===== src/design/ctdn_pkg.sv =====
// Shared types and constants for the countdown timer bank display block.
// Holds the transaction structs, command codes and the sequencer microprogram.
// No dependencies.
`default_nettype none
package ctdn_pkg;

	// command codes
	localparam logic [1:0] CMD_SET     = 2'd0;
	localparam logic [1:0] CMD_TICK    = 2'd1;
	localparam logic [1:0] CMD_REFRESH = 2'd2;

	// display rule constants
	localparam logic signed [15:0] SEC_PER_MIN = 16'sd60;
	localparam logic signed [15:0] MIN_CAP_SEC = 16'sd5940;
	localparam logic signed [7:0]  MIN_CAP     = 8'sd99;
	localparam logic signed [7:0]  BLANK_SHOWN = -8'sd1;
	localparam logic signed [15:0] BLANK_TIME  = -16'sd1;
	// ceil(2^20 / 60): exact quotient for every time up to the cap
	localparam logic [14:0] MIN_RECIP   = 15'd17477;
	localparam int          RECIP_SHIFT = 20;

	localparam int MAX_RESULTS = 16;
	localparam int CNT_W       = 5;

	typedef struct packed {
		logic [1:0]         cmd;
		logic [1:0]         row_sel;
		logic [1:0]         slot_sel;
		logic signed [15:0] seconds_in;
		logic               dot_in;
	} req_t;

	typedef struct packed {
		logic [1:0]        row_out;
		logic [1:0]        slot_out;
		logic signed [7:0] shown;
		logic              dot_out;
		logic              last;
	} upd_t;

	// microprogram addresses
	typedef logic [2:0] upc_t;
	localparam upc_t UPC_IDLE    = 3'd0;
	localparam upc_t UPC_SET     = 3'd1;
	localparam upc_t UPC_FLUSH   = 3'd2;
	localparam upc_t UPC_TICK_RD = 3'd3;
	localparam upc_t UPC_TICK    = 3'd4;
	localparam upc_t UPC_REF_RD  = 3'd5;
	localparam upc_t UPC_REF     = 3'd6;

	typedef enum logic [1:0] {
		EMIT_NONE,
		EMIT_SET,
		EMIT_MEM
	} emit_t;

	typedef struct packed {
		logic  idle;   // wait for a request, dispatch on accept
		logic  rd;     // read the entry at the scan counter
		logic  set_wr; // write the latched set request
		logic  dec;    // count down the entry just read
		emit_t emit;   // result source
		logic  flush;  // release the held result as the last one
		logic  loop;   // repeat this step until the final entry
		upc_t  nxt;
	} uword_t;

	typedef struct packed {
		logic start;
		upc_t entry;
		logic go;
		logic at_last;
	} seq_ctl_t;

	function automatic uword_t ucode(input upc_t a);
		uword_t w;
		begin
			w = '{idle: 1'b0, rd: 1'b0, set_wr: 1'b0, dec: 1'b0, emit: EMIT_NONE,
				flush: 1'b0, loop: 1'b0, nxt: UPC_IDLE};
			case (a)
				UPC_IDLE: begin
					w.idle = 1'b1;
				end
				UPC_SET: begin
					w.set_wr = 1'b1;
					w.emit   = EMIT_SET;
					w.nxt    = UPC_FLUSH;
				end
				UPC_FLUSH: begin
					w.flush = 1'b1;
				end
				UPC_TICK_RD: begin
					w.rd  = 1'b1;
					w.nxt = UPC_TICK;
				end
				UPC_TICK: begin
					w.rd   = 1'b1;
					w.dec  = 1'b1;
					w.emit = EMIT_MEM;
					w.loop = 1'b1;
					w.nxt  = UPC_FLUSH;
				end
				UPC_REF_RD: begin
					w.rd  = 1'b1;
					w.nxt = UPC_REF;
				end
				UPC_REF: begin
					w.rd   = 1'b1;
					w.emit = EMIT_MEM;
					w.loop = 1'b1;
					w.nxt  = UPC_FLUSH;
				end
				default: begin
					w.idle = 1'b1;
				end
			endcase
			ucode = w;
		end
	endfunction

endpackage
`default_nettype wire


===== src/design/ctdn_seq.sv =====
// Microprogram sequencer: step counter plus the control ROM lookup.
// Depends on ctdn_pkg (control word, program addresses, ROM function).
`default_nettype none
module ctdn_seq (
	input  wire                clk,
	input  wire                arst_n,
	input  ctdn_pkg::seq_ctl_t ctl,
	output ctdn_pkg::uword_t   word
);

	ctdn_pkg::upc_t upc_q;

	assign word = ctdn_pkg::ucode(upc_q);

	always_ff @(posedge clk or negedge arst_n) begin
		if (!arst_n) begin
			upc_q <= ctdn_pkg::UPC_IDLE;
		end else if (ctl.go) begin
			if (word.idle) begin
				if (ctl.start) begin
					upc_q <= ctl.entry;
				end
			end else if (!(word.loop && !ctl.at_last)) begin
				upc_q <= word.nxt;
			end
		end
	end

endmodule
`default_nettype wire


===== src/design/countdown_timer_bank_display.sv =====
// Countdown timer bank display. From the accept edge to the last update registered, a set
// takes a write step and a flush step; a tick or refresh takes one read step, one step per
// entry through the timer memory, and one flush step. One request at a time: req_stall is
// high from the accept edge until the sequencer idles, and upd_stall can hold any step that
// moves a result out.
// Reset (arst_n low) clears the entry valid bits: every timer reads blank (-1), dot clear.
`default_nettype none
module countdown_timer_bank_display #(
	parameter int ROWS  = 4,
	parameter int SLOTS = 4
) (
	input  wire             clk,
	input  wire             arst_n,
	input  wire             req_valid,
	output logic            req_stall,
	input  ctdn_pkg::req_t  req,
	output logic            upd_valid,
	input  wire             upd_stall,
	output ctdn_pkg::upd_t  upd
);

	localparam int ENTRIES = ROWS * SLOTS;
	localparam int IDX_W   = (ENTRIES > 1) ? $clog2(ENTRIES) : 1;
	localparam int RW      = (ROWS > 1) ? $clog2(ROWS) : 1;
	localparam int SW      = (SLOTS > 1) ? $clog2(SLOTS) : 1;

	// Display rule: blank for negative, seconds under a minute, minutes, capped.
	// Minutes come from a reciprocal multiply, exact for 0..5940.
	function automatic logic signed [7:0] disp(input logic signed [15:0] t);
		logic [27:0] prod;
		begin
			prod = 28'(t[12:0]) * 28'(ctdn_pkg::MIN_RECIP);
			if (t < 16'sd0)
				disp = ctdn_pkg::BLANK_SHOWN;
			else if (t < ctdn_pkg::SEC_PER_MIN)
				disp = $signed(t[7:0]);
			else if (t > ctdn_pkg::MIN_CAP_SEC)
				disp = ctdn_pkg::MIN_CAP;
			else
				disp = $signed(prod[ctdn_pkg::RECIP_SHIFT +: 8]);
		end
	endfunction

	// ---------------------------------------------------------------
	// Sequencer
	// ---------------------------------------------------------------
	ctdn_pkg::seq_ctl_t seq_ctl;
	ctdn_pkg::uword_t   word;

	ctdn_seq u_seq (
		.clk   (clk),
		.arst_n(arst_n),
		.ctl   (seq_ctl),
		.word  (word)
	);

	// latched request, consumed by the set step
	ctdn_pkg::req_t req_q;

	// scan counters (read side) and the stage that holds the read entry
	logic [IDX_W-1:0] idx_q, idx_s1;
	logic [RW-1:0]    row_q, row_s1;
	logic [SW-1:0]    slot_q, slot_s1;

	// timer memory: {time, dot}; entries without a valid bit read as blank
	logic [16:0]        mem [ENTRIES];
	logic [16:0]        mem_rd_s1;
	logic               rd_vld_s1;
	logic [ENTRIES-1:0] vld_q;

	// one held result: it goes out once we know whether another follows
	logic           pend_vld_q;
	ctdn_pkg::upd_t pend_q;
	logic           out_vld_q;
	ctdn_pkg::upd_t out_q;
	logic [ctdn_pkg::CNT_W-1:0] cnt_q;

	logic               accept;
	logic               set_ok;
	logic signed [15:0] rd_time;
	logic               rd_dot;
	logic               t_pos;
	logic               at_last;
	logic               cnt_ok;
	logic               emit_now;
	ctdn_pkg::upd_t     emit_val;
	logic               need_push;
	logic               can_push;
	logic               go;
	logic               push;
	logic               emit_fire;
	logic               rd_en;
	logic               dec_wr;
	logic               set_wr;
	logic [IDX_W-1:0]   set_addr;

	assign req_stall = !word.idle;
	assign accept    = req_valid && !req_stall;
	assign set_ok    = (int'(req.row_sel) < ROWS) && (int'(req.slot_sel) < SLOTS);

	always_comb begin
		seq_ctl.go      = go;
		seq_ctl.at_last = at_last;
		seq_ctl.start   = 1'b0;
		seq_ctl.entry   = ctdn_pkg::UPC_IDLE;
		if (accept) begin
			case (req.cmd)
				ctdn_pkg::CMD_SET: begin
					seq_ctl.start = set_ok;
					seq_ctl.entry = ctdn_pkg::UPC_SET;
				end
				ctdn_pkg::CMD_TICK: begin
					seq_ctl.start = 1'b1;
					seq_ctl.entry = ctdn_pkg::UPC_TICK_RD;
				end
				ctdn_pkg::CMD_REFRESH: begin
					seq_ctl.start = 1'b1;
					seq_ctl.entry = ctdn_pkg::UPC_REF_RD;
				end
				default: begin
					seq_ctl.start = 1'b0;
				end
			endcase
		end
	end

	// entry under work
	assign rd_time = rd_vld_s1 ? $signed(mem_rd_s1[16:1]) : ctdn_pkg::BLANK_TIME;
	assign rd_dot  = rd_vld_s1 && mem_rd_s1[0];
	assign t_pos   = rd_time > 16'sd0;
	assign at_last = (int'(idx_s1) == ENTRIES - 1);
	assign cnt_ok  = int'(cnt_q) < ctdn_pkg::MAX_RESULTS;

	always_comb begin
		emit_now = 1'b0;
		emit_val = '0;
		case (word.emit)
			ctdn_pkg::EMIT_SET: begin
				emit_now          = 1'b1;
				emit_val.row_out  = req_q.row_sel;
				emit_val.slot_out = req_q.slot_sel;
				emit_val.shown    = disp(req_q.seconds_in);
				emit_val.dot_out  = req_q.dot_in;
			end
			ctdn_pkg::EMIT_MEM: begin
				// a tick only reports the timers it lowered
				emit_now          = !word.dec || t_pos;
				emit_val.row_out  = 2'(row_s1);
				emit_val.slot_out = 2'(slot_s1);
				emit_val.shown    = disp(word.dec ? rd_time - 16'sd1 : rd_time);
				emit_val.dot_out  = rd_dot;
			end
			default: begin
				emit_now = 1'b0;
			end
		endcase
	end

	// a step that moves the held result out waits for room in the output register
	assign need_push = pend_vld_q && ((emit_now && cnt_ok) || word.flush);
	assign can_push  = !out_vld_q || !upd_stall;
	assign go        = !need_push || can_push;
	assign push      = go && need_push;
	assign emit_fire = go && emit_now && cnt_ok;

	assign rd_en    = go && word.rd && !(word.loop && at_last);
	assign dec_wr   = go && word.dec && t_pos;
	assign set_wr   = go && word.set_wr;
	assign set_addr = IDX_W'(int'(req_q.row_sel) * SLOTS + int'(req_q.slot_sel));

	// memory: one write port, one registered read port
	always_ff @(posedge clk) begin
		if (set_wr) begin
			mem[set_addr] <= {req_q.seconds_in, req_q.dot_in};
		end else if (dec_wr) begin
			mem[idx_s1] <= {rd_time - 16'sd1, rd_dot};
		end
		if (rd_en) begin
			mem_rd_s1 <= mem[idx_q];
		end
	end

	// payload registers
	always_ff @(posedge clk) begin
		if (accept) begin
			req_q <= req;
		end
		if (rd_en) begin
			idx_s1  <= idx_q;
			row_s1  <= row_q;
			slot_s1 <= slot_q;
		end
		if (emit_fire) begin
			pend_q <= emit_val;
		end
		if (push) begin
			out_q.row_out  <= pend_q.row_out;
			out_q.slot_out <= pend_q.slot_out;
			out_q.shown    <= pend_q.shown;
			out_q.dot_out  <= pend_q.dot_out;
			out_q.last     <= word.flush;
		end
	end

	// control registers
	always_ff @(posedge clk or negedge arst_n) begin
		if (!arst_n) begin
			vld_q      <= '0;
			rd_vld_s1  <= 1'b0;
			idx_q      <= '0;
			row_q      <= '0;
			slot_q     <= '0;
			cnt_q      <= '0;
			pend_vld_q <= 1'b0;
			out_vld_q  <= 1'b0;
		end else begin
			if (set_wr) begin
				vld_q[set_addr] <= 1'b1;
			end
			if (seq_ctl.start) begin
				idx_q  <= '0;
				row_q  <= '0;
				slot_q <= '0;
				cnt_q  <= '0;
			end else if (rd_en) begin
				rd_vld_s1 <= vld_q[idx_q];
				idx_q     <= idx_q + 1'b1;
				if (int'(slot_q) == SLOTS - 1) begin
					slot_q <= '0;
					row_q  <= row_q + 1'b1;
				end else begin
					slot_q <= slot_q + 1'b1;
				end
			end
			if (emit_fire) begin
				cnt_q <= cnt_q + 1'b1;
			end
			if (go && word.flush) begin
				pend_vld_q <= 1'b0;
			end else if (emit_fire) begin
				pend_vld_q <= 1'b1;
			end
			if (push) begin
				out_vld_q <= 1'b1;
			end else if (!upd_stall) begin
				out_vld_q <= 1'b0;
			end
		end
	end

	assign upd_valid = out_vld_q;
	assign upd       = out_q;

	// ---------------------------------------------------------------
	// Assertions
	// ---------------------------------------------------------------
	// nothing is left behind when a new request may come in
	a_idle_empty: assert property (@(posedge clk) disable iff (!arst_n)
		!req_stall |-> !pend_vld_q)
		else $error("held result left over while idle");

	// a held result always counts against the result cap
	a_pend_cnt: assert property (@(posedge clk) disable iff (!arst_n)
		pend_vld_q |-> cnt_q != '0)
		else $error("held result without a count");

	// the flush step releases the held result marked as last
	a_flush_last: assert property (@(posedge clk) disable iff (!arst_n)
		(go && word.flush && pend_vld_q) |=> (upd_valid && upd.last))
		else $error("flush did not release a last result");

	// an unused command leaves the block idle
	a_unused_cmd: assert property (@(posedge clk) disable iff (!arst_n)
		(accept && req.cmd != ctdn_pkg::CMD_SET && req.cmd != ctdn_pkg::CMD_TICK &&
		 req.cmd != ctdn_pkg::CMD_REFRESH) |=> !req_stall)
		else $error("unused command started the sequencer");

endmodule
`default_nettype wire


===== config.mk =====
export PLATFORM = sky130hd
export DESIGN_NAME = countdown_timer_bank_display
export DESIGN_NICKNAME = d
export VERILOG_FILES = /design/src/design/ctdn_pkg.sv /design/src/design/ctdn_seq.sv /design/src/design/countdown_timer_bank_display.sv
export SDC_FILE = /design/constraint.sdc
export NUM_CORES = 1
export LEC_CHECK = 0
export ABC_CLOCK_PERIOD_IN_PS = 7530
export BUFFER_PORTS_ARGS = -buffer_cell sky130_fd_sc_hd__buf_2
export CAP_MARGIN = 20
export CORE_MARGIN = 8
export CORE_UTILIZATION = 52
export DETAILED_ROUTE_END_ITERATION = 16
export PLACE_DENSITY = 0.68
export SYNTH_ARGS = -nofsm -noshare
export SYNTH_HDL_FRONTEND = slang
export SYNTH_HIERARCHICAL = 1
export SYNTH_SLANG_ARGS = --single-unit

===== constraint.sdc =====
create_clock -name clk -period 7.53 [get_ports clk]
set_input_delay 0.753 -clock clk [delete_from_list [all_inputs] [get_ports clk]]
set_output_delay 0.753 -clock clk [all_outputs]
set_load 0.02 [all_outputs]

# Word level (Yosys, flattened, before mapping)
# Memory sizes are Yosys's and may differ from the RTL's. A register that Yosys moved wholly into a read port is not among the register bits.
# Cells that the tools add are included.
word_totals:
  register_bits: 91
  mem_bits_rw: 272
  inputBits: 27
  memories: 1
memory_table:
  columns: ["name", "depth", "width", "read_ports", "rd_ports_with_merged_regs", "write_ports", "line_no", "rtl"]
  rows:
  - ["mem", 16, 17, 1, 1, 1, "countdown_timer_bank_display.sv:66", "logic [16:0] mem [ENTRIES];"]
classes:
  addsub: 6
  mul: 2
  order_cmp: 11
  eq_ne: 14
  mux: 50
  n_bitwise: 2
  reduce_logical: 41
op_table:
  columns: ["operator", "n"]
  rows:
  - ["$mul 13x15->28 const B", 2]
  - ["$mux 8", 6]
  - ["$gt 16x14->1 const B", 2]
  - ["$lt 16x1->1 const B", 2]
  - ["$lt 16x7->1 const B", 2]
  - ["$mux 16", 2]
  - ["$pmux 13 s2", 1]
  - ["$mux 1", 19]
  - ["$pmux 3 s3", 2]
  - ["$mux 17", 1]
  - ["$reduce_or 17->1", 1]
  - ["$gt 16x1->1 const B", 1]
  - ["$logic_and 1x1->1", 16]
  - ["$mux 4", 4]
  - ["$or 16x16->16", 1]
  - ["$sub 16x2->16 const B", 1]
  - ["$mux 2", 6]
  - ["$lt 4x5->1 const B", 2]
  - ["$mux 5", 2]
  - ["$reduce_bool 2->1", 5]
  - ["$eq 3x3->1 const B", 3]
  - ["$mux 3", 3]
  - ["$eq 2x1->1 const B", 3]
  - ["$eq 3x2->1 const B", 2]
  - ["other kinds (25)", 37]

# Longest topological paths before layout
# Gate-level depths: netlist of the first run.
logic_depth:
  ltp_word: 17
  depth_mapped: 26
  ltp_nobuf: 24

# Hierarchy
# Netlist of the first run, hierarchy kept.
by_module_without_submodules:
  columns: ["mod", "instances", "cells_each", "area_per_inst_um2", "seq_area_each_um2"]
  rows:
  - ["countdown_timer_bank_display", 1, 1367, 19356.1, 11160.7]
  - ["ctdn_seq", 1, 42, 309.0, 75.1]

# Least setup slack after synthesis of the first run
# OpenSTA, ideal clock, no wires.
synth_path:
  kind: "reg-to-reg"
  startpoint: "register rd_vld_s1"
  endpoint: "register pend_q[8] (netlist bit) (data pin)"
  setup_ps: 255
  t_arrival_ps: 5759
  required_ps: 7275
  slack_ps: 1516
  stages_incl_launch_ff: 24
  synth_period_minus_slack_ps: 6014
  path_cell_list: "dfrtp_1 > buf_4 > nor2b_1 > ha_1 > buf_2 > nand4b_1 > nor4_2 > xnor2_1 > inv_1 > ha_1 > inv_1 > fa_1 > fa_1 > inv_1 > fa_1 > ha_1 > nand3_1 > o211ai_1 > a2111oi_2 > nor3_1 > o41ai_1 > o21bai_1 > or4_1 > a31o_1"
synth_lines:
  columns: ["element", "line_no", "rtl"]
  rows:
  - ["from (decl)", "countdown_timer_bank_display.sv:68", "logic rd_vld_s1;"]
  - ["from (signal assigned)", "countdown_timer_bank_display.sv:226", "rd_vld_s1 <= vld_q[idx_q];"]
  - ["to (signal assigned)", "countdown_timer_bank_display.sv:194", "pend_q <= emit_val;"]
  - ["to (decl)", "countdown_timer_bank_display.sv:73", "ctdn_pkg::upd_t pend_q;"]

==> results of run 1 <==
==> worst max path at each step <==
stage,from,end,cells past startpoint
after floorplan,rd_vld_s1,pend_q[8],23
after global placement,u_seq/upc_q[2],pend_q[8],22
after detailed placement,u_seq/upc_q[2],pend_q[8],22
after CTS,u_seq/upc_q[2],pend_q[8],22
after global routing,u_seq/upc_q[2],pend_q[8],22
final,u_seq/upc_q[2],pend_q[8],22
==> sequential cells by signal, summed over array words and instances, names as in the netlist, 5 cells and up <==
name and cells:
mem_rd_s1 17, upd 14, pend_q 13, cnt_q 5, vld_q 16, req_q 21, mem 272
==> power by group through the flow <==
stage	logic (mW)	clock network (mW)	registers [mW]
floorplan	3.14	0	2.88
global placement	4.02	0	3.02
detailed placement	4.11	0	3.03
CTS	4.14	1.95	2.99
global route	4.68	2.03	3.02
finish	4.14	1.92	2.99
==> worst reg2reg max path: stages, from the launching register on <==
cell and delay (ns):
dfrtp_1 0.51, or2b_1 0.32, nor2_1 0.11, buf_4 0.22, nand4b_1 0.22, nor4_2 0.32, xnor2_1 0.22, inv_1 0.19
ha_1 0.32, inv_1 0.05, fa_1 0.48, fa_1 0.51, inv_1 0.05, fa_1 0.47, ha_1 0.37, nand3_1 0.11
o211ai_1 0.12, a2111oi_2 0.34, nor3_1 0.16, o41ai_1 0.42, o21bai_1 0.17, or4_1 0.42, a31o_1 0.22
==> layer usage <==
metal | vias to the layer above | track usage
met4 | 0 | 0.0566
met3 | 78 | 0.0327
li1 | 5511 | -
met5 | - | 0
met2 | 361 | 0.347
met1 | 5991 | 0.272
==> final cells by class <==
cell class              count  share of cell area
repair buffers             82              0.0236
multi-input cells         867               0.359
clock inverters            22              0.0114
well taps                 511              0.0292
flip-flops and latches    380               0.513
inverters                 100              0.0171
clock buffers              48              0.0465
==> metrics by stage <==
stage / std cells / setup WS [ns] / instance area, µm² / hold WS (ns) / util
after floorplan: 1404 / 1.52 / 19600 / 0.400 / -
after global placement: 1934 / 1.04 / 20600 / 0.403 / 0.551
after detailed placement: 1935 / 0.935 / 20600 / 0.405 / 0.551
after CTS: 2005 / 0.924 / 21900 / 0.323 / 0.585
after global routing: 2010 / 0.511 / 21900 / 0.370 / 0.586
final: 2010 / 0.970 / 21900 / 0.313 / 0.586
==> impl_results.md, run 1 <==
- MaxCap Viol Count: 0
- Synthesis Warnings: 6
- DRT Pass-1 Iters: 5
- Worst hold path type: input pin to async pin
- Combinational fraction of design power: 0.458
- Routed length per instance: 22.5 µm
- Clk sinks: 380
- # fillers: 2943
- Root Driver: clkbuf_16
- Achievable Freq: 152 MHz
- Leak: 8.13 nW
- Crit share post-route: 0.871
- RSZ-0062 raised after global routing: false
- Commonest non-fill, non-tap cell in the layout: edfxtp_1
- Critical Path Start Type: flop
- Wl on met1: 19.3 mm
- Antenna Nets Post-Route: 0
- CTS Buf Count: 39
- Overall power: 9.05 mW
- Final Hold Viols: 0
- Routed vias: 11900
- Post-route DRC: 0
- Post-CTS Hold Fix Bufs: 0
- Detailed Route Iter0 Violations: 973
- CTS tree: yes
- Peak supply drop: 0.217 mV
- Post-layout net count: 1669
- # IOs: 43
- Final WL: 45.3 mm
- Share of cells above drive strength 1: 0.167
- Status: completed
- Largest net degree at the start of global routing: 59
- Worst Reg2Reg Path Length in Cells: 22
- Sequential Power Share: 0.330
- PortBufs: 42
- Mapped Cells: 1404
- Cell family with most CP delay: adder cells
- Int Pwr: 5.56 mW
- Switching share of power: 0.385
- GPL Wtd Cong: 0.904
- Top sig layer: met4
- First-pass GRT wire length: 70.0 mm
- Syn_nets: 1603
- Clk slew on worst S/H paths: 0.06 ns
- Worst path bufs/invs: 4
- Die height: 210 µm
- Setup TNS Final: 0 ns
- Row cnt: 71
- Worst slew pin tran: 1.04 ns
- Post-Syn Area: 19600 µm²
- GRT Total Usage: 0.205
- Worst setup path class: flop to flop
- Met3 wire length: 2.89 mm
- Worst setup EP type: flop
- R2R setup slack: 0.97 ns
- Die area: 44200 µm²
- FF-to-FF End: pend_q[8]
- Worst Skew: 0.0209 ns
- Slew Limit Headroom: 0.306
- Diode count: 0
- Clk pwr share: 0.212
- Horiz. Die Dim: 210 µm
- WP data required: 7.83 ns
- Most frequent cells in the layout: edfxtp_1, ha_1, inv_1
- Total congestion overflow: 0
- Metal2 WL: 22.1 mm
- DP HPWL: 29.2 mm
- Area of the multi-input gates: 7880 µm²
- Arrival @ worst endpoint: 6.86 ns
- CP Cell Sequence: or2b_1 > nor2_1 > buf_4 > nand4b_1 > nor4_2 > xnor2_1 > inv_1 > ha_1 > inv_1 > fa_1 > fa_1 > inv_1 > fa_1 > ha_1 > nand3_1 > o211ai_1 > a2111oi_2 > nor3_1 > o41ai_1 > o21bai_1 > or4_1 > a31o_1
- Avg Inst Size Synth: 14.0 µm²
- H-tree depth: 2
- Core Area: 37400 µm²
- Clk Latency, worst-skew pair: 0.55 ns
- Post-route minimum period: 6.56 ns
- Max stage delay on crit path: 0.51 ns
- Number of global-route vias before repair: 12100
- Clock Tree Buf Depth: 3
- Net load switching power: 3.48 mW
- Via density: 5.94
- PD cells: 413 nW/µm²
- Post-cts resize count: 0
- Finish-stage setup viols: 0
- Post-CTS Setup Bufs: 0
- R2R Path Start: u_seq/upc_q[2]
- P&R area growth vs syn: 11.6%
- Initial antenna violation count: 0
- Reg area: 11200 µm²
- Starting Density: 0.525
- Max Fanout on Critical Path: 15
- Final Max Tran Viols: 0
- Slowest cell on crit path: dfrtp_1
(Power assumes the default switching activity.)
==> run 2, diff against run 1 <==
CORE_ASPECT_RATIO = 1.2   (was unset)
==> run 2 against run 1 <==
Net effect: non-clock buffer count shrank 3; critical path depth is the same; power shrank 1.3%; die area is essentially flat; highest routed layer unchanged; sequential power is essentially flat; routed wire length shrank 0.64%; clock power shrank 5%; worst hold slack lost 0.027 ns; setup slack lost 0.063 ns.
==> impl_results.md, run 2 (same netlist as run 1, synthesis figures left out) <==
- Status: completed
- Top sig layer: met4
- Final Max Tran Viols: 0
- Via density: 6.08
- Worst slew pin tran: 1.14 ns
- Overall power: 8.93 mW
- PD cells: 410 nW/µm²
- Slew Limit Headroom: 0.232
- Clock Tree Buf Depth: 3
- Net load switching power: 3.48 mW
- Detailed Route Iter0 Violations: 882
- CTS tree: yes
- P&R area growth vs syn: 10.9%
- Worst setup path class: flop to flop
- Row cnt: 78
- Finish-stage setup viols: 0
- Worst setup EP type: flop
- Peak supply drop: 0.232 mV
- Post-cts resize count: 0
- Crit share post-route: 0.880
- Post-route minimum period: 6.62 ns
- Critical Path Start Type: flop
- # IOs: 43
- Die height: 229 µm
- Routed length per instance: 22.8 µm
- Post-route DRC: 0
- CTS Buf Count: 39
- Post-layout net count: 1666
- GRT Total Usage: 0.204
- RSZ-0062 raised after global routing: false
- H-tree depth: 2
- Wl on met1: 18.0 mm
- DRT Pass-1 Iters: 6
- Switching share of power: 0.390
- Final WL: 45.0 mm
- Worst hold path type: input pin to async pin
- PortBufs: 42
- WP data required: 7.84 ns
- Root Driver: clkbuf_16
- Sequential Power Share: 0.335
- Post-CTS Setup Bufs: 0
- CP Cell Sequence: or2b_1 > nor2_1 > buf_4 > nand4b_1 > nor2_1 > nand3_1 > xnor2_1 > ha_1 > inv_1 > fa_1 > fa_1 > inv_1 > fa_1 > ha_1 > nand3_1 > o211ai_1 > a2111oi_2 > nor3_1 > o41ai_1 > o21bai_1 > or4_1 > a31o_1
- Total congestion overflow: 0
- DP HPWL: 29.7 mm
- Routed vias: 12000
- Post-CTS Hold Fix Bufs: 0
- Clk Latency, worst-skew pair: 0.58 ns
- Core Area: 37600 µm²
- Arrival @ worst endpoint: 6.93 ns
- Initial antenna violation count: 0
- Setup TNS Final: 0 ns
- Starting Density: 0.523
- Max Fanout on Critical Path: 15
- Leak: 8.07 nW
- Commonest non-fill, non-tap cell in the layout: edfxtp_1
- Largest Register: mem
- Clk slew on worst S/H paths: 0.06 ns
- GPL Wtd Cong: 0.882
- Clk pwr share: 0.204
- MaxCap Viol Count: 0
- Number of global-route vias before repair: 12300
- Met3 wire length: 2.47 mm
- Antenna Nets Post-Route: 0
- Largest regs: mem x272, req_q x21, mem_rd_s1 x17
- Horiz. Die Dim: 193 µm
- Clk sinks: 380
- Combinational fraction of design power: 0.461
- Largest net degree at the start of global routing: 49
- Max FFs per register: 272
- First-pass GRT wire length: 70.2 mm
- Achievable Freq: 151 MHz
- Max stage delay on crit path: 0.52 ns
- Final Util: 0.580
- Most frequent cells in the layout: edfxtp_1, ha_1, inv_1
- Diode count: 0
- Share of cells above drive strength 1: 0.162
- Final Hold Viols: 0
- Int Pwr: 5.45 mW
- Die area: 44300 µm²
- Metal2 WL: 23.3 mm
- Worst Skew: 0.0267 ns
- Most used cell, CP: fa_1
- Slowest cell on crit path: fa_1
run 2: cell types whose count changed in the layout (fill, tap and decap cells not counted), moves of 2 or more:
cell	before	now
bufinv_16	4	0
clkinv_1	4	6
clkinv_2	9	6
clkinv_8	2	0
run 2: path summary, 6_finish.rpt:
kind / from / end / slack [ns] / depth (start not counted)
worst max-delay path: u_seq/upc_q[2] / pend_q[8] / 0.91 / 22
worst min-delay path: arst_n / vld_q[4] / 0.29 / 1
worst max register to register: u_seq/upc_q[2] / pend_q[8] / 0.91 / 22
worst min register to register: pend_q[4] / upd[4] / 0.41 / 0
max in group asynchronous: arst_n / idx_q[0] / 6.63 / 1
min in group clk: req[15] / req_q[15] / 0.34 / 1
run 2: layout make-up:
| type | instances | area [µm²] |
|---|---|---|
| Timing Repair Buffer | 79 | 500 |
| Clock inverter | 17 | 126 |
| Tap cell | 480 | 601 |
| Fill cell | 2909 | 15800 |
| Multi-Input combinational cell | 867 | 7890 |
| Sequential cell | 380 | 11200 |
| Clock buffer | 51 | 1060 |
| Inverter | 100 | 375 |
run 2: layer usage:
| layer | vias up | global-route usage |
|---|---|---|
| met4 | 0 | 0.0737 |
| met3 | 82 | 0.0340 |
| met2 | 368 | 0.362 |
| met1 | 6050 | 0.246 |
| li1 | 5496 | - |
| met5 | - | 0 |
run 2: worst max-delay path: cells and delay by family, from the launching register on:
family / cells / cell delay [ns]
buffers and inverters: 3 / 0.35
adders and majority gates: 5 / 2.14
and+or+nand+nor: 8 / 1.66
AOI/OAI and AO/OA: 5 / 1.30
DFF: 1 / 0.51
xor gates and xnor gates: 1 / 0.39
run 2: power by group through the flow:
stage               Clock (mW)  Combinational, mW  Sequential (mW)
global placement             0               3.99             3.03
CTS                       1.86               4.14             2.99
global route              1.94               4.66             3.03
finish                    1.82               4.12             2.99
floorplan                    0               3.14             2.88
detailed placement           0               4.11             3.03
run 2: stage by stage:
step,cell area [µm²],worst slack [ns],std cells,hold WS [ns]
4_1_cts,21800,0.910,1972,0.289
3_5_place_dp,20600,0.926,1904,0.407
5_1_grt,21800,0.411,1974,0.320
6_report,21800,0.907,1974,0.286
3_3_place_gp,20600,1.06,1903,0.404
2_1_floorplan,19600,1.52,1404,0.400
==> run 3, diff against run 2 <==
CELL_PAD_IN_SITES_DETAIL_PLACEMENT = 2   (was unset)
CELL_PAD_IN_SITES_GLOBAL_PLACEMENT = 2   (was unset)
CORE_UTILIZATION = 46   (was 52)
CTS_CLUSTER_DIAMETER = 40   (was unset)
PLACE_DENSITY = unset   (was 0.68)
PLACE_DENSITY_LB_ADDON = 0.1   (was unset)
==> run 3 against run 2 <==
Net effect: routed wire length rose by 33%; first-iteration DRC count is 30% lower; combinational power grew 6.8%; setup slack got worse by 0.13 ns; via count grew 4.5%; non-clock buffer count increased by 7; utilization shrank 5.4 points; sequential power grew 2%.
==> impl_results.md, run 3 (same netlist as run 1, synthesis figures left out) <==
- Commonest non-fill, non-tap cell in the layout: edfxtp_1
- Post-layout net count: 1682
- Final Max Tran Viols: 0
- Setup TNS Final: 0 ns
- Max Fanout on Critical Path: 16
- H-tree depth: 2
- CTS tree: yes
- Clk sinks: 380
- Final Hold Viols: 0
- Net load switching power: 3.95 mW
- Root Driver: clkbuf_16
- Status: completed
- Dpl ws: 0.836 ns
- Core Area: 42500 µm²
- Crit share post-route: 0.897
- Routed vias: 12500
- Slew Limit Headroom: 0.258
- Antenna Nets Post-Route: 0
- GRT Total Usage: 0.244
- DRT Pass-1 Iters: 5
- Final WL: 60.0 mm
- Share of cells above drive strength 1: 0.184
- DP HPWL: 40.5 mm
- Largest Register: mem
- Worst Skew: 0.0248 ns
- Detailed Route Iter0 Violations: 619
- Post-cts resize count: 0
- Max FFs per register: 272
- WP data required: 7.85 ns
- CTS Buf Count: 48
- # IOs: 43
- Initial antenna violation count: 1
- Worst setup path class: flop to flop
- PortBufs: 42
- Post-CTS Setup Bufs: 0
- Final WS setup: 0.778 ns
- Post-CTS Hold Fix Bufs: 0
- Worst slew pin tran: 1.11 ns
- First-pass GRT wire length: 90.5 mm
- Clock Tree Buf Depth: 3
- Worst hold path type: input pin to async pin
- Critical Path Start Type: flop
- Routed length per instance: 29.0 µm
- Horiz. Die Dim: 205 µm
- Sequential Power Share: 0.311
- Achievable Freq: 148 MHz
- Worst setup EP type: flop
- Combinational fraction of design power: 0.449
- Via density: 6.05
- Largest regs: mem x272, req_q x21, mem_rd_s1 x17
- RSZ-0062 raised after global routing: false
- MaxCap Viol Count: 0
- Post-route DRC: 0
- Leak: 8.32 nW
- Number of global-route vias before repair: 14100
- Die height: 242 µm
- Switching share of power: 0.403
- Starting Density: 0.462
- GPL Wtd Cong: 0.803
- Clk slew on worst S/H paths: 0.06 ns
- Die area: 49600 µm²
- Finish-stage setup viols: 0
- Clk Latency, worst-skew pair: 0.59 ns
- Most frequent cells in the layout: edfxtp_1, ha_1, inv_1
- Row cnt: 83
- P&R area growth vs syn: 13.8%
- Arrival @ worst endpoint: 7.08 ns
- PD cells: 438 nW/µm²
- Largest net degree at the start of global routing: 48
- Clk pwr share: 0.240
- Int Pwr: 5.85 mW
- Total congestion overflow: 0
- Post-route minimum period: 6.75 ns
- Peak supply drop: 0.250 mV
-- run 3: cell types whose count changed in the layout (fill, tap and decap cells not counted), moves of 4 or more --
cell,delta
a21oi_2,+4
buf_4,+8
bufinv_16,+4
clkbuf_1,-6
clkbuf_16,+9
clkinvlp_4,+4
inv_8,+8
-- run 3: path summary, 6_finish.rpt --
| path | start | end | slack (ns) | depth (start not counted) |
|---|---|---|---|---|
| worst min-delay path | arst_n | vld_q[12] | 0.28 | 1 |
| worst max register to register | rd_vld_s1 | pend_q[8] | 0.78 | 21 |
| max in group asynchronous | arst_n | idx_q[0] | 6.60 | 1 |
| worst max-delay path | rd_vld_s1 | pend_q[8] | 0.78 | 21 |
| min in group clk | req[18] | req_q[18] | 0.34 | 1 |
| worst min register to register | pend_q[2] | upd[2] | 0.42 | 0 |
-- run 3: area by class of cell --
type                    instances  area (µm²)
diodes                          1        2.50
clock buffers                  53        1250
clock inverters                34         385
fillers                      3914       20100
inverters                     100         375
multi-input cells             867        7870
flip-flops and latches        380       11200
well taps                     552         691
repair buffers                 86         541
-- run 3: power groups by stage --
| stage | Combinational, mW | Clock [mW] | Sequential (mW) |
|---|---|---|---|
| global route | 4.94 | 2.45 | 3.08 |
| finish | 4.40 | 2.35 | 3.05 |
| floorplan | 3.14 | 0 | 2.88 |
| detailed placement | 4.40 | 0 | 3.09 |
| CTS | 4.47 | 2.40 | 3.05 |
| global placement | 4.16 | 0 | 3.06 |
-- run 3: metal layers --
layer | track usage | vias up | share of wire
met1 | 0.285 | 6561 | 0.39
met3 | 0.0411 | 139 | 0.042
met4 | 0.109 | 0 | 0.046
met2 | 0.432 | 293 | 0.52
li1 | - | 5544 | -
met5 | 0 | - | 0
-- run 3: metrics by stage --
| stage | area, µm² | utilization | power (mW) | hold slack, ns | std cells |
|---|---|---|---|---|---|
| floorplan | 19600 | - | 6.02 | 0.400 | 1404 |
| global placement | 20700 | 0.487 | 7.21 | 0.402 | 1983 |
| detailed placement | 20700 | 0.487 | 7.49 | 0.406 | 1983 |
| CTS | 22300 | 0.526 | 9.92 | 0.274 | 2070 |
| global route | 22400 | 0.526 | 10.5 | 0.316 | 2072 |
| finish | 22400 | 0.526 | 9.80 | 0.284 | 2073 |
-- run 3: worst max-delay path: stages, from the launching register on --
cell	delay (ns)
dfrtp_1	0.65
nor2b_1	0.30
ha_1	0.22
nand4b_1	0.23
nor2_1	0.26
nand3_1	0.12
xnor2_1	0.41
ha_1	0.32
inv_1	0.07
fa_1	0.45
fa_1	0.51
inv_1	0.06
fa_1	0.48
ha_1	0.37
nand2_1	0.13
o211ai_1	0.13
a2111oi_2	0.34
nor3_1	0.18
o41ai_1	0.46
o21bai_1	0.18
or4_1	0.43
a31o_1	0.22
